`src/design/psc_pkg.sv`:
```
// Shared types and constants for the palindromic substring counter.
package psc_pkg;

    localparam int DEF_MAX_LEN = 64;
    localparam int CHAR_W      = 8;
    localparam int COUNT_W     = 12;
    localparam logic [COUNT_W-1:0] COUNT_MAX = {COUNT_W{1'b1}};

    typedef logic [CHAR_W-1:0]  char_t;
    typedef logic [COUNT_W-1:0] count_t;

    typedef enum logic [1:0] {
        ST_LOAD,
        ST_READ,
        ST_CMP,
        ST_DONE
    } state_t;

    // Which rule decides a cell: single char, adjacent pair, or longer span.
    typedef enum logic [1:0] {
        KIND_SINGLE,
        KIND_PAIR,
        KIND_SPAN
    } cell_kind_t;

    typedef struct packed {
        logic       clear;
        logic       step;
        cell_kind_t kind;
    } psc_op_t;

endpackage

```
`src/design/psc_in_if.sv`:
```
// Character channel: one string byte per word, with an end-of-string mark.
interface psc_in_if;
    import psc_pkg::*;

    logic  valid;
    logic  ready;
    char_t character;
    logic  last;

    modport source (output valid, output character, output last, input ready);
    modport sink   (input valid, input character, input last, output ready);
endinterface

```
`src/design/psc_out_if.sv`:
```
// Result channel: palindrome count and truncation flag.
interface psc_out_if;
    import psc_pkg::*;

    logic   valid;
    logic   ready;
    count_t palindrome_count;
    logic   overflow;

    modport source (output valid, output palindrome_count, output overflow, input ready);
    modport sink   (input valid, input palindrome_count, input overflow, output ready);
endinterface

```
`src/design/psc_unit.sv`:
```
// Shared compare unit and saturating palindrome tally.
module psc_unit (
    input  logic             clk,
    input  logic             rst_n,
    input  psc_pkg::psc_op_t op,
    input  psc_pkg::char_t   char_a,
    input  psc_pkg::char_t   char_b,
    input  logic             inner,
    output logic             hit,
    output psc_pkg::count_t  total
);
    import psc_pkg::*;

    count_t total_reg;
    count_t total_next;
    logic   ends_eq;

    assign ends_eq = (char_a == char_b);

    always_comb
    begin
        unique case (op.kind)
            KIND_SINGLE: hit = 1'b1;
            KIND_PAIR:   hit = ends_eq;
            KIND_SPAN:   hit = ends_eq && inner;
            default:     hit = 1'b0;
        endcase
    end

    always_comb
    begin
        total_next = total_reg;
        if (op.clear)
        begin
            total_next = '0;
        end
        else if (op.step && hit && (total_reg != COUNT_MAX))
        begin
            total_next = total_reg + count_t'(1);
        end
    end

    always_ff @(posedge clk or negedge rst_n)
    begin
        if (!rst_n)
        begin
            total_reg <= '0;
        end
        else
        begin
            total_reg <= total_next;
        end
    end

    assign total = total_reg;

endmodule

```
`src/design/palindromic_substring_counter_top.sv`:
```
// Palindromic substring counter: top level with char store and sequencer.
//
// Send one string as a run of character words, the final one marked with
// last. The block takes one word per cycle while loading. After the final
// word it stops taking words and counts every palindromic substring of the
// stored string, walking the table one diagonal (gap) at a time, left to
// right within a diagonal. One shared compare unit judges each cell: a read
// state fetches both end characters from the char store (a memory with two
// registered read ports), and the compare state after it compares them and
// folds in the flag of the inner span kept from two diagonals back. Once
// the count is done the result word is held until taken; loading of the
// next string starts the cycle after. Characters beyond MAX_LEN are dropped
// and the overflow bit is set in the result; the count then covers the
// first MAX_LEN characters. The count saturates at 4095, which can only be
// reached with MAX_LEN of 90 or more.
module palindromic_substring_counter_top #(
    parameter int MAX_LEN = psc_pkg::DEF_MAX_LEN
) (
    input  logic       clk,
    input  logic       rst_n,
    psc_in_if.sink     chars,
    psc_out_if.source  result
);
    import psc_pkg::*;

    localparam int IDX_W = (MAX_LEN > 1) ? $clog2(MAX_LEN) : 1;
    localparam int CNT_W = $clog2(MAX_LEN + 1);
    localparam int EXT_W = IDX_W + 2;

    typedef logic [IDX_W-1:0] idx_t;
    typedef logic [CNT_W-1:0] len_t;
    typedef logic [EXT_W-1:0] ext_t;

    // Char store: written while loading, read at i and i+gap while counting.
    char_t mem [MAX_LEN];
    char_t rd_a_reg;
    char_t rd_b_reg;

    // Two rows of palindrome flags, selected by gap parity.
    logic [MAX_LEN-1:0] flags_reg [2];

    state_t state_reg;
    state_t state_next;
    len_t   len_reg;
    logic   ovf_reg;
    idx_t   gap_reg;
    idx_t   i_reg;

    psc_op_t op;
    logic    hit;
    count_t  total;
    logic    in_fire;
    logic    out_fire;

    ext_t span_end;
    idx_t addr_b;
    idx_t inner_idx;
    logic row_done;
    logic last_gap;

    assign in_fire  = chars.valid && chars.ready;
    assign out_fire = result.valid && result.ready;

    assign span_end  = ext_t'(i_reg) + ext_t'(gap_reg);
    assign addr_b    = span_end[IDX_W-1:0];
    assign inner_idx = i_reg + idx_t'(1);
    assign row_done  = (span_end + ext_t'(1)) >= ext_t'(len_reg);
    assign last_gap  = (ext_t'(gap_reg) + ext_t'(1)) >= ext_t'(len_reg);

    // Next state
    always_comb
    begin
        state_next = state_reg;
        unique case (state_reg)
            ST_LOAD:
            begin
                if (in_fire && chars.last)
                begin
                    state_next = ST_READ;
                end
            end
            ST_READ:
            begin
                state_next = ST_CMP;
            end
            ST_CMP:
            begin
                if (row_done && last_gap)
                begin
                    state_next = ST_DONE;
                end
                else
                begin
                    state_next = ST_READ;
                end
            end
            ST_DONE:
            begin
                if (out_fire)
                begin
                    state_next = ST_LOAD;
                end
            end
            default:
            begin
                state_next = ST_LOAD;
            end
        endcase
    end

    // Sequencer outputs
    always_comb
    begin
        chars.ready  = 1'b0;
        result.valid = 1'b0;
        op.clear     = 1'b0;
        op.step      = 1'b0;
        if (gap_reg == idx_t'(0))
        begin
            op.kind = KIND_SINGLE;
        end
        else if (gap_reg == idx_t'(1))
        begin
            op.kind = KIND_PAIR;
        end
        else
        begin
            op.kind = KIND_SPAN;
        end
        unique case (state_reg)
            ST_LOAD:
            begin
                chars.ready = 1'b1;
                // ready is high here, so valid alone marks the final word
                op.clear    = chars.valid && chars.last;
            end
            ST_READ:
            begin
            end
            ST_CMP:
            begin
                op.step = 1'b1;
            end
            ST_DONE:
            begin
                result.valid = 1'b1;
            end
            default:
            begin
            end
        endcase
    end

    always_ff @(posedge clk or negedge rst_n)
    begin
        if (!rst_n)
        begin
            state_reg <= ST_LOAD;
            len_reg   <= '0;
            ovf_reg   <= 1'b0;
            gap_reg   <= '0;
            i_reg     <= '0;
        end
        else
        begin
            state_reg <= state_next;
            unique case (state_reg)
                ST_LOAD:
                begin
                    if (in_fire)
                    begin
                        if (len_reg < len_t'(MAX_LEN))
                        begin
                            len_reg <= len_reg + len_t'(1);
                        end
                        else
                        begin
                            ovf_reg <= 1'b1;
                        end
                    end
                    gap_reg <= '0;
                    i_reg   <= '0;
                end
                ST_CMP:
                begin
                    if (row_done)
                    begin
                        i_reg   <= '0;
                        gap_reg <= gap_reg + idx_t'(1);
                    end
                    else
                    begin
                        i_reg <= i_reg + idx_t'(1);
                    end
                end
                ST_DONE:
                begin
                    if (out_fire)
                    begin
                        len_reg <= '0;
                        ovf_reg <= 1'b0;
                    end
                end
                default:
                begin
                end
            endcase
        end
    end

    // Char store port writes and registered reads
    always_ff @(posedge clk)
    begin
        if (in_fire && (len_reg < len_t'(MAX_LEN)))
        begin
            mem[len_reg[IDX_W-1:0]] <= chars.character;
        end
        if (state_reg == ST_READ)
        begin
            rd_a_reg <= mem[i_reg];
            rd_b_reg <= mem[addr_b];
        end
    end

    // Flag rows: entry i+1 of the current-parity row still holds gap-2.
    always_ff @(posedge clk or negedge rst_n)
    begin
        if (!rst_n)
        begin
            flags_reg[0] <= '0;
            flags_reg[1] <= '0;
        end
        else if (op.step)
        begin
            flags_reg[gap_reg[0]][i_reg] <= hit;
        end
    end

    psc_unit u_unit (
        .clk    (clk),
        .rst_n  (rst_n),
        .op     (op),
        .char_a (rd_a_reg),
        .char_b (rd_b_reg),
        .inner  (flags_reg[gap_reg[0]][inner_idx]),
        .hit    (hit),
        .total  (total)
    );

    assign result.palindrome_count = total;
    assign result.overflow         = ovf_reg;

    // Loading and result delivery never overlap.
    assert property (@(posedge clk) disable iff (!rst_n)
        !(chars.ready && result.valid))
        else $error("input ready while result pending");

    // Stored length never runs past the store.
    assert property (@(posedge clk) disable iff (!rst_n)
        len_reg <= len_t'(MAX_LEN))
        else $error("length count past store depth");

    // Every read is followed by its compare.
    assert property (@(posedge clk) disable iff (!rst_n)
        (state_reg == ST_READ) |=> (state_reg == ST_CMP))
        else $error("read not followed by compare");

    // Every single character counts, so the total covers the length.
    assert property (@(posedge clk) disable iff (!rst_n)
        result.valid |-> ((count_t'(len_reg) <= total) || total == COUNT_MAX))
        else $error("count below stored length");

    // The span end stays inside the stored string while counting.
    assert property (@(posedge clk) disable iff (!rst_n)
        (state_reg == ST_CMP) |-> (span_end < ext_t'(len_reg)))
        else $error("span end beyond stored string");

endmodule

```
`src/flat_wrapper.sv`:
```
// flat-port wrapper written by rule: the top's interface ports become plain ports
module palindromic_substring_counter_top_flat import psc_pkg::*;
#(
    parameter int MAX_LEN = psc_pkg::DEF_MAX_LEN
)
  (clk, rst_n, chars_valid, chars_character, chars_last, chars_ready, result_valid, result_palindrome_count, result_overflow, result_ready);
  psc_in_if chars_i ();
  psc_out_if result_i ();
  input  logic clk;
  input  logic rst_n;
  input wire logic [$bits(chars_i.valid)-1:0] chars_valid;
  input wire logic [$bits(chars_i.character)-1:0] chars_character;
  input wire logic [$bits(chars_i.last)-1:0] chars_last;
  output wire logic [$bits(chars_i.ready)-1:0] chars_ready;
  output wire logic [$bits(result_i.valid)-1:0] result_valid;
  output wire logic [$bits(result_i.palindrome_count)-1:0] result_palindrome_count;
  output wire logic [$bits(result_i.overflow)-1:0] result_overflow;
  input wire logic [$bits(result_i.ready)-1:0] result_ready;
  assign chars_i.valid = chars_valid;
  assign chars_i.character = chars_character;
  assign chars_i.last = chars_last;
  assign chars_ready = chars_i.ready;
  assign result_valid = result_i.valid;
  assign result_palindrome_count = result_i.palindrome_count;
  assign result_overflow = result_i.overflow;
  assign result_i.ready = result_ready;
  palindromic_substring_counter_top #(.MAX_LEN(MAX_LEN)) u_core (.clk(clk), .rst_n(rst_n), .chars(chars_i), .result(result_i));
endmodule
```
`config.mk`:
```
export PLATFORM = sky130hd
export DESIGN_NAME = palindromic_substring_counter_top_flat
export DESIGN_NICKNAME = d
export VERILOG_FILES = /design/src/design/psc_pkg.sv /design/src/design/psc_in_if.sv /design/src/design/psc_out_if.sv /design/src/design/psc_unit.sv /design/src/design/palindromic_substring_counter_top.sv /design/src/flat_wrapper.sv
export SDC_FILE = /design/constraint.sdc
export NUM_CORES = 1
export LEC_CHECK = 0
export BUFFER_PORTS_ARGS = -buffer_cell sky130_fd_sc_hd__buf_2
export CAP_MARGIN = 40
export CORE_MARGIN = 2
export CORE_UTILIZATION = 40
export CTS_BUF_LIST = sky130_fd_sc_hd__clkbuf_4 sky130_fd_sc_hd__clkbuf_8 sky130_fd_sc_hd__clkbuf_16
export CTS_CLUSTER_DIAMETER = 100
export DETAILED_ROUTE_END_ITERATION = 12
export HOLD_SLACK_MARGIN = 0.1
export PLACE_DENSITY_LB_ADDON = 0.3
export SYNTH_ARGS = -nofsm -noshare
export SYNTH_HDL_FRONTEND = slang
export SYNTH_SLANG_ARGS = --single-unit
export TNS_END_PERCENT = 100
```
`constraint.sdc`:
```
create_clock -name clk -period 4.13 [get_ports clk]
set_clock_uncertainty 0.2 [all_clocks]
set_input_delay 0.6195 -clock clk [delete_from_list [all_inputs] [get_ports clk]]
set_output_delay 0.6195 -clock clk [all_outputs]
set_load 0.05 [all_outputs]
```
# After elaboration in Yosys (flattened, before gate mapping)
# Memories as Yosys holds them, arrays and structs flattened. A register that Yosys moved wholly into a read port is not among the register bits.
# Index checks and enable logic that the tools add are counted.
[word_totals]
wordCells = 97
memories = 1
out_inout_bits = 15
ram_bits = 512
reg_bits = 162
inputBits = 13
[op_classes]
n_mux = 37
reduce_logical = 21
magnitude_cmp = 8
n_eq_ne = 14
n_addsub = 7
bitwise = 1
[mem_list]
columns = ["name", "words", "word_bits", "rd", "rd_ports_with_merged_regs", "write_ports", "line_no", "rtl"]
rows = [
  ["u_core.mem", 64, 8, 2, 2, 1, "palindromic_substring_counter_top.sv:35", "char_t mem [MAX_LEN];"],
]
[op_table]
columns = ["operator", "count"]
rows = [
  ["$mux 64", 4],
  ["$bwmux 128", 1],
  ["$demux 64 s1", 1],
  ["$mux 12", 2],
  ["$pmux 6 s2", 2],
  ["$mux 7", 3],
  ["$ge 8x7->1", 2],
  ["$lt 6x7->1 const B", 2],
  ["$pmux 7 s2", 1],
  ["$add 12x1->12 const B", 1],
  ["$add 6x1->6 const B", 2],
  ["$mux 6", 2],
  ["$ne 12x12->1 const B", 1],
  ["$logic_and 1x1->1", 11],
  ["$mux 1", 11],
  ["$mux 2", 5],
  ["$ne 2x1->1 const B", 5],
  ["$add 8x1->8 const B", 1],
  ["$eq 8x8->1", 1],
  ["$pmux 2 s4", 1],
  ["$reduce_and 4->1", 2],
  ["$add 6x1->7 const B", 1],
  ["$add 6x6->7", 1],
  ["$add 7x1->7 const B", 1],
  ["other kinds (17)", 24],
]

# Depth between registers and ports, before layout
[depth]
depth_word = 12
ltp_mapped = 16
mapped_depth_nobuf = 14

# Cells and area by module
# From an unflattened synthesis, not the netlist that was laid out.
[hier_totals]
hier_cells = 2201
area_unflattened_um2 = 34003.9
[by_module_without_submodules]
columns = ["module", "seq_area_each_um2", "area_each_um2", "cells_each", "n_inst"]
rows = [
  ["palindromic_substring_counter_top", 19608.8, 33209.4, 2112, 1],
  ["psc_unit", 300.3, 794.5, 89, 1],
]

# Worst setup path after synthesis
# Ideal clock, no wire load.
[synth_timing]
path_kind = "register -> register"
startpoint = "reg u_core.gap_reg[0]"
endpoint = "reg u_core.gap_reg[5]"
stages_incl_launch_ff = 15
path_buffers = 2
t_arrival_ns = 3.818
required_ns = 3.804
period_less_slack_ns = 4.144
setup_ns = 0.126
setup_slack_ns = -0.014
cell_sequence = "dfrtp_1 -> ha_1 -> fa_1 -> xor2_1 -> clkbuf_1 -> and2_1 -> nand4_1 -> xor2_1 -> ha_1 -> o21ai_0 -> a21o_1 -> and2_1 -> clkbuf_1 -> and3_1 -> a221o_1"
[synth_via]
elab_chain_cells = 5
elab_cells_between_ends = 8
cone_classes = "add/sub (3); order compare (1); eq/ne (1); mux (2); reduce/logical (1)"
[synth_rtl]
columns = ["item", "line_no", "rtl"]
rows = [
  ["start, declared", "palindromic_substring_counter_top.sv:46", "idx_t gap_reg;"],
  ["start signal, assigned", "palindromic_substring_counter_top.sv:189", "gap_reg <= gap_reg + idx_t'(1);"],
  ["$add 6x6->7", "palindromic_substring_counter_top.sv:64", "assign span_end = ext_t'(i_reg) + ext_t'(gap_reg);"],
  ["$add 8x1->8", "palindromic_substring_counter_top.sv:67", "assign row_done = (span_end + ext_t'(1)) >= ext_t'(len_reg);"],
  ["$ge 8x7->1", "palindromic_substring_counter_top.sv:67", ""],
  ["$ne 2x1->1 (no source line)", "--", ""],
  ["$reduce_and 2->1 (no source line)", "--", ""],
]
# Several ways; a longest one is shown, not always the timed one. The select of a mux whose other input is x is not followed.
# A chain may end at the register's enable or synchronous reset.

# Worst setup path after layout
[layout_timing]
startpoint = "reg u_core.i_reg[0]"
endpoint = "reg u_core.gap_reg[5]"
[layout_via]
elab_chain_cells = 5
[layout_rtl]
columns = ["item", "line_no", "rtl"]
rows = [
  ["start, declared", "palindromic_substring_counter_top.sv:47", "idx_t i_reg;"],
  ["start signal, assigned", "palindromic_substring_counter_top.sv:193", "i_reg <= i_reg + idx_t'(1);"],
  ["$add 6x6->7", "palindromic_substring_counter_top.sv:64", ""],
  ["$add 8x1->8", "palindromic_substring_counter_top.sv:67", ""],
  ["$ge 8x7->1", "palindromic_substring_counter_top.sv:67", ""],
  ["$ne 2x1->1 (no source line)", "--", ""],
  ["$reduce_and 2->1 (no source line)", "--", ""],
]
# No other way between the ends.

==> flow_metrics.py <==
metrics = {
    "pwr": {
        "static-leakage-power_uw": 0.0124,
        "power.combinational.fraction_pct": 38.5,
        "seq_power_share_pct": 33.6,
        "power_report.internal_total_uw": 15600,
        "irDropWorstVdd_uv": 589,
        "total_switching_power_uw": 8130,
        "power.total_uw": 23700,
        "power_density_mw_per_mm2": 643,
        "power.clock.fraction_pct": 27.9,
        "sw_frac_of_total_pct": 34.3,
    },
    "timing": {
        "final_max_slew_viol_count": 0,
        "slew_headroom_pct": 42.9,
        "fmaxAchievable_ghz": 0.255,
        "aggregate_negative_setup_slack_ns": 0,
        "min_period_ns": 3.93,
        "setup_violations": 0,
        "grt_setup_unrepaired": "false",
        "final_hold_viol_count": 0,
        "max_slew.worst_pin.slew_ns": 0.854,
        "min_period_over_period_pct": 95.1,
        "hold_ws_ns": 0.121,
    },
    "global_route": {
        "grt_pass1_wl_mm": 144,
        "grt_pass1_vias": 21259,
        "initial_antenna_violation_count": 0,
        "grt.overflow.total": 0,
        "grt_max_degree": 129,
        "gr-usage-all-layers_pct": 23.8,
    },
    "layout": {
        "area_growth_pct": 15.0,
        "layout.cells.most_common": "sky130_fd_sc_hd__edfxtp_1",
        "layout.cells.most_common_list": "sky130_fd_sc_hd__edfxtp_1, sky130_fd_sc_hd__mux4_2, sky130_fd_sc_hd__dfrtp_1",
        "num-nets-final": 2239,
        "final_layout_size_suffix_gt1_share_pct": 23.4,
        "ant_diodes": 0,
        "largest_register_ffs": 512,
    },
    "min_path": {
        "hold_class": "input port to flip-flop",
        "worst_hold_startpoint": "result_ready",
        "worstHoldPathCells": 4,
    },
    "clock_tree": {
        "clock_tree.htree_level_count": 3,
        "cts_made_buffers": 71,
        "clk_latency_ns": 0.64,
        "path_clk_slew_ns": 0.06,
        "cts_tree": "built",
        "cts_resized": 0,
        "ctsLongestPathBuffers": 3,
        "cts.sinks": 690,
        "cts.root.buffer_cell": "sky130_fd_sc_hd__clkbuf_16",
    },
    "worst_setup_path": {
        "timing.critical_path.fanout_max": 14,
        "r2r.worst_path.cells": 12,
        "critical_path_startpoint": "u_core.i_reg[0]$_DFFE_PN0P_",
        "critical-path-slowest-cell": "sky130_fd_sc_hd__fa_4",
        "setup.worst_path.start_class": "flip-flop",
        "worst-endpoint-arrival_ns": 4.22,
        "required_ns": 4.42,
        "crit-reg2reg-launch": "u_core.i_reg[0]$_DFFE_PN0P_",
        "setup_cp_type": "flip-flop to flip-flop",
        "timing.critical_path.cells": "ha_4 > fa_4 > ha_1 > and2_1 > nand4_1 > xor2_1 > ha_1 > o21ai_0 > a21o_1 > and2_1 > and3_1 > a221o_1",
        "crit_path_end_kind": "flip-flop",
        "cpPeakStageDelay_ns": 1.01,
    },
    "synth": {
        "yosysWarnings": 0,
        "sequential_to_total_area_share_from_yosys_stat_pct": 62.1,
        "register_bit_count_reported_by_yosys": 690,
        "syn-instance-count": 2121,
        "syn-cell-area_mm2": 0.0321,
        "syn-mean-instance-area_um2": 15.1,
        "synth_flop_cell": "sky130_fd_sc_hd__edfxtp_1",
        "synth_enable_flop_cells": 528,
        "synth_async_sr_flop_share_pct": 23.5,
        "synthesis.nets": 2162,
        "ys_types": 66,
    },
    "die": {
        "die_width_um": 287,
        "core_area_mm2": 0.0791,
        "dieArea_mm2": 0.0825,
        "floorplan.rows": 103,
        "boundaryPins": 28,
        "initial_core_util_pct": 40.5,
        "die_h_um": 287,
    },
    "placement": {
        "buffers_on_ports": 27,
        "place.detailed.hpwl_mm": 63.2,
        "finalWeightedCongestion": 0.866,
    },
    "job": {
        "drv_cap": 0,
    },
    "routing": {
        "first_iter_violations": 3148,
        "totalWireLength_mm": 98.5,
        "antenna_left": 0,
        "wl_per_cell_um": 29.8,
        "viasPerCell": 6.56,
        "drt_pass1_iterations": 5,
        "vias": 21678,
        "drc_errors": 0,
    },
    "outcome": {
        "run_status": "finished clean",
    },
}
Yosys cell counts (25+ instances only):
cell type,instances,area (µm²)
sky130_fd_sc_hd__edfxtp_1,528,15900
sky130_fd_sc_hd__mux4_2,190,4280
sky130_fd_sc_hd__clkbuf_1,135,507
sky130_fd_sc_hd__a31oi_1,66,413
sky130_fd_sc_hd__a22oi_1,138,1040
sky130_fd_sc_hd__o31ai_1,131,983
sky130_fd_sc_hd__ha_1,27,338
sky130_fd_sc_hd__nand2_1,67,251
sky130_fd_sc_hd__o21ai_0,140,701
sky130_fd_sc_hd__buf_1,25,93.8
sky130_fd_sc_hd__dfrtp_1,162,4050
sky130_fd_sc_hd__nor2_1,100,375
sky130_fd_sc_hd__a22o_1,64,561
sky130_fd_sc_hd__nand3_1,35,175
sky130_fd_sc_hd__a221oi_1,63,552
layout make-up:
class | instances | area (µm²)
fillers | 6756 | 42200
flip-flops and latches | 690 | 19900
multi-input cells | 1229 | 11400
clock buffers | 85 | 1910
repair buffers | 192 | 1810
well taps | 1050 | 1310
clock inverters | 44 | 485
inverters | 14 | 52.6
final timing paths:
| path | to | slack [ns] |
|---|---|---|
| setup / recovery | u_core.gap_reg[5]$_DFFE_PN0P_ | 0.20 |
| hold / removal | u_core.state_reg[0]$_DFFE_PN0P_ | 0.12 |
| setup reg to reg | u_core.gap_reg[5]$_DFFE_PN0P_ | 0.20 |
| hold reg to reg | u_core.result.overflow$_DFFE_PN0P_ | 0.30 |
| max in group asynchronous | u_core.u_unit.total[3]$_DFFE_PN0P_ | 2.60 |
| min in group asynchronous | u_core.flags_reg[105]$_DFFE_PN0P_ | 0.14 |
critical path, delay by kind of cell (launching register included):
family          cells  cell delay, ns
fa+ha+maj           4            1.70
simple gates        4            0.76
compound gates      3            0.51
flops               1            0.45
xor+xnor            1            0.18
metal layers:
layer / track usage, % / wire, µm / share of wire [%] / vias up
met3: 4.80 / 10300 / 10 / 228
met2: 37.4 / 46000 / 47 / 1349
met1: 32.7 / 38300 / 39 / 11139
li1: - / - / - / 8962
met5: 0 / 0 / 0 / -
met4: 9.17 / 3890 / 3.9 / 0
cell families after synthesis:
kind of cell | synth area share, %
mux | 14.3
fa+ha+maj | 1.12
flops | 62.1
xor+xnor | 0.843
simple gates | 4.26
compound gates | 14.7
buf+inv | 2.66
power groups by stage:
stage | Clock [µW] | Combinational, µW | Sequential (µW)
after global placement | 0 | 8880 | 8100
final | 6630 | 9120 | 7970
after CTS | 6700 | 9050 | 7960
after global routing | 6970 | 9560 | 7990
after floorplan | 0 | 5980 | 8160
after detailed placement | 0 | 9010 | 8110
metrics by stage:
stage	area (µm²)	worst slack, ns	util (%)	std cells
final	36900	0.203	46.6	3304
after detailed placement	34500	0.233	43.5	3171
after floorplan	32100	0.158	-	2121
after CTS	36900	0.217	46.6	3304
after global routing	36900	0.0961	46.6	3304
after global placement	34200	0.276	43.2	3156
timing repair:
item | 4_1_cts | 5_1_grt
hold buffers | 4 | 0
hold endpoints to repair | 99 | 0
setup buffers | 0 | 0
Power figures use the tool's default switching activity.
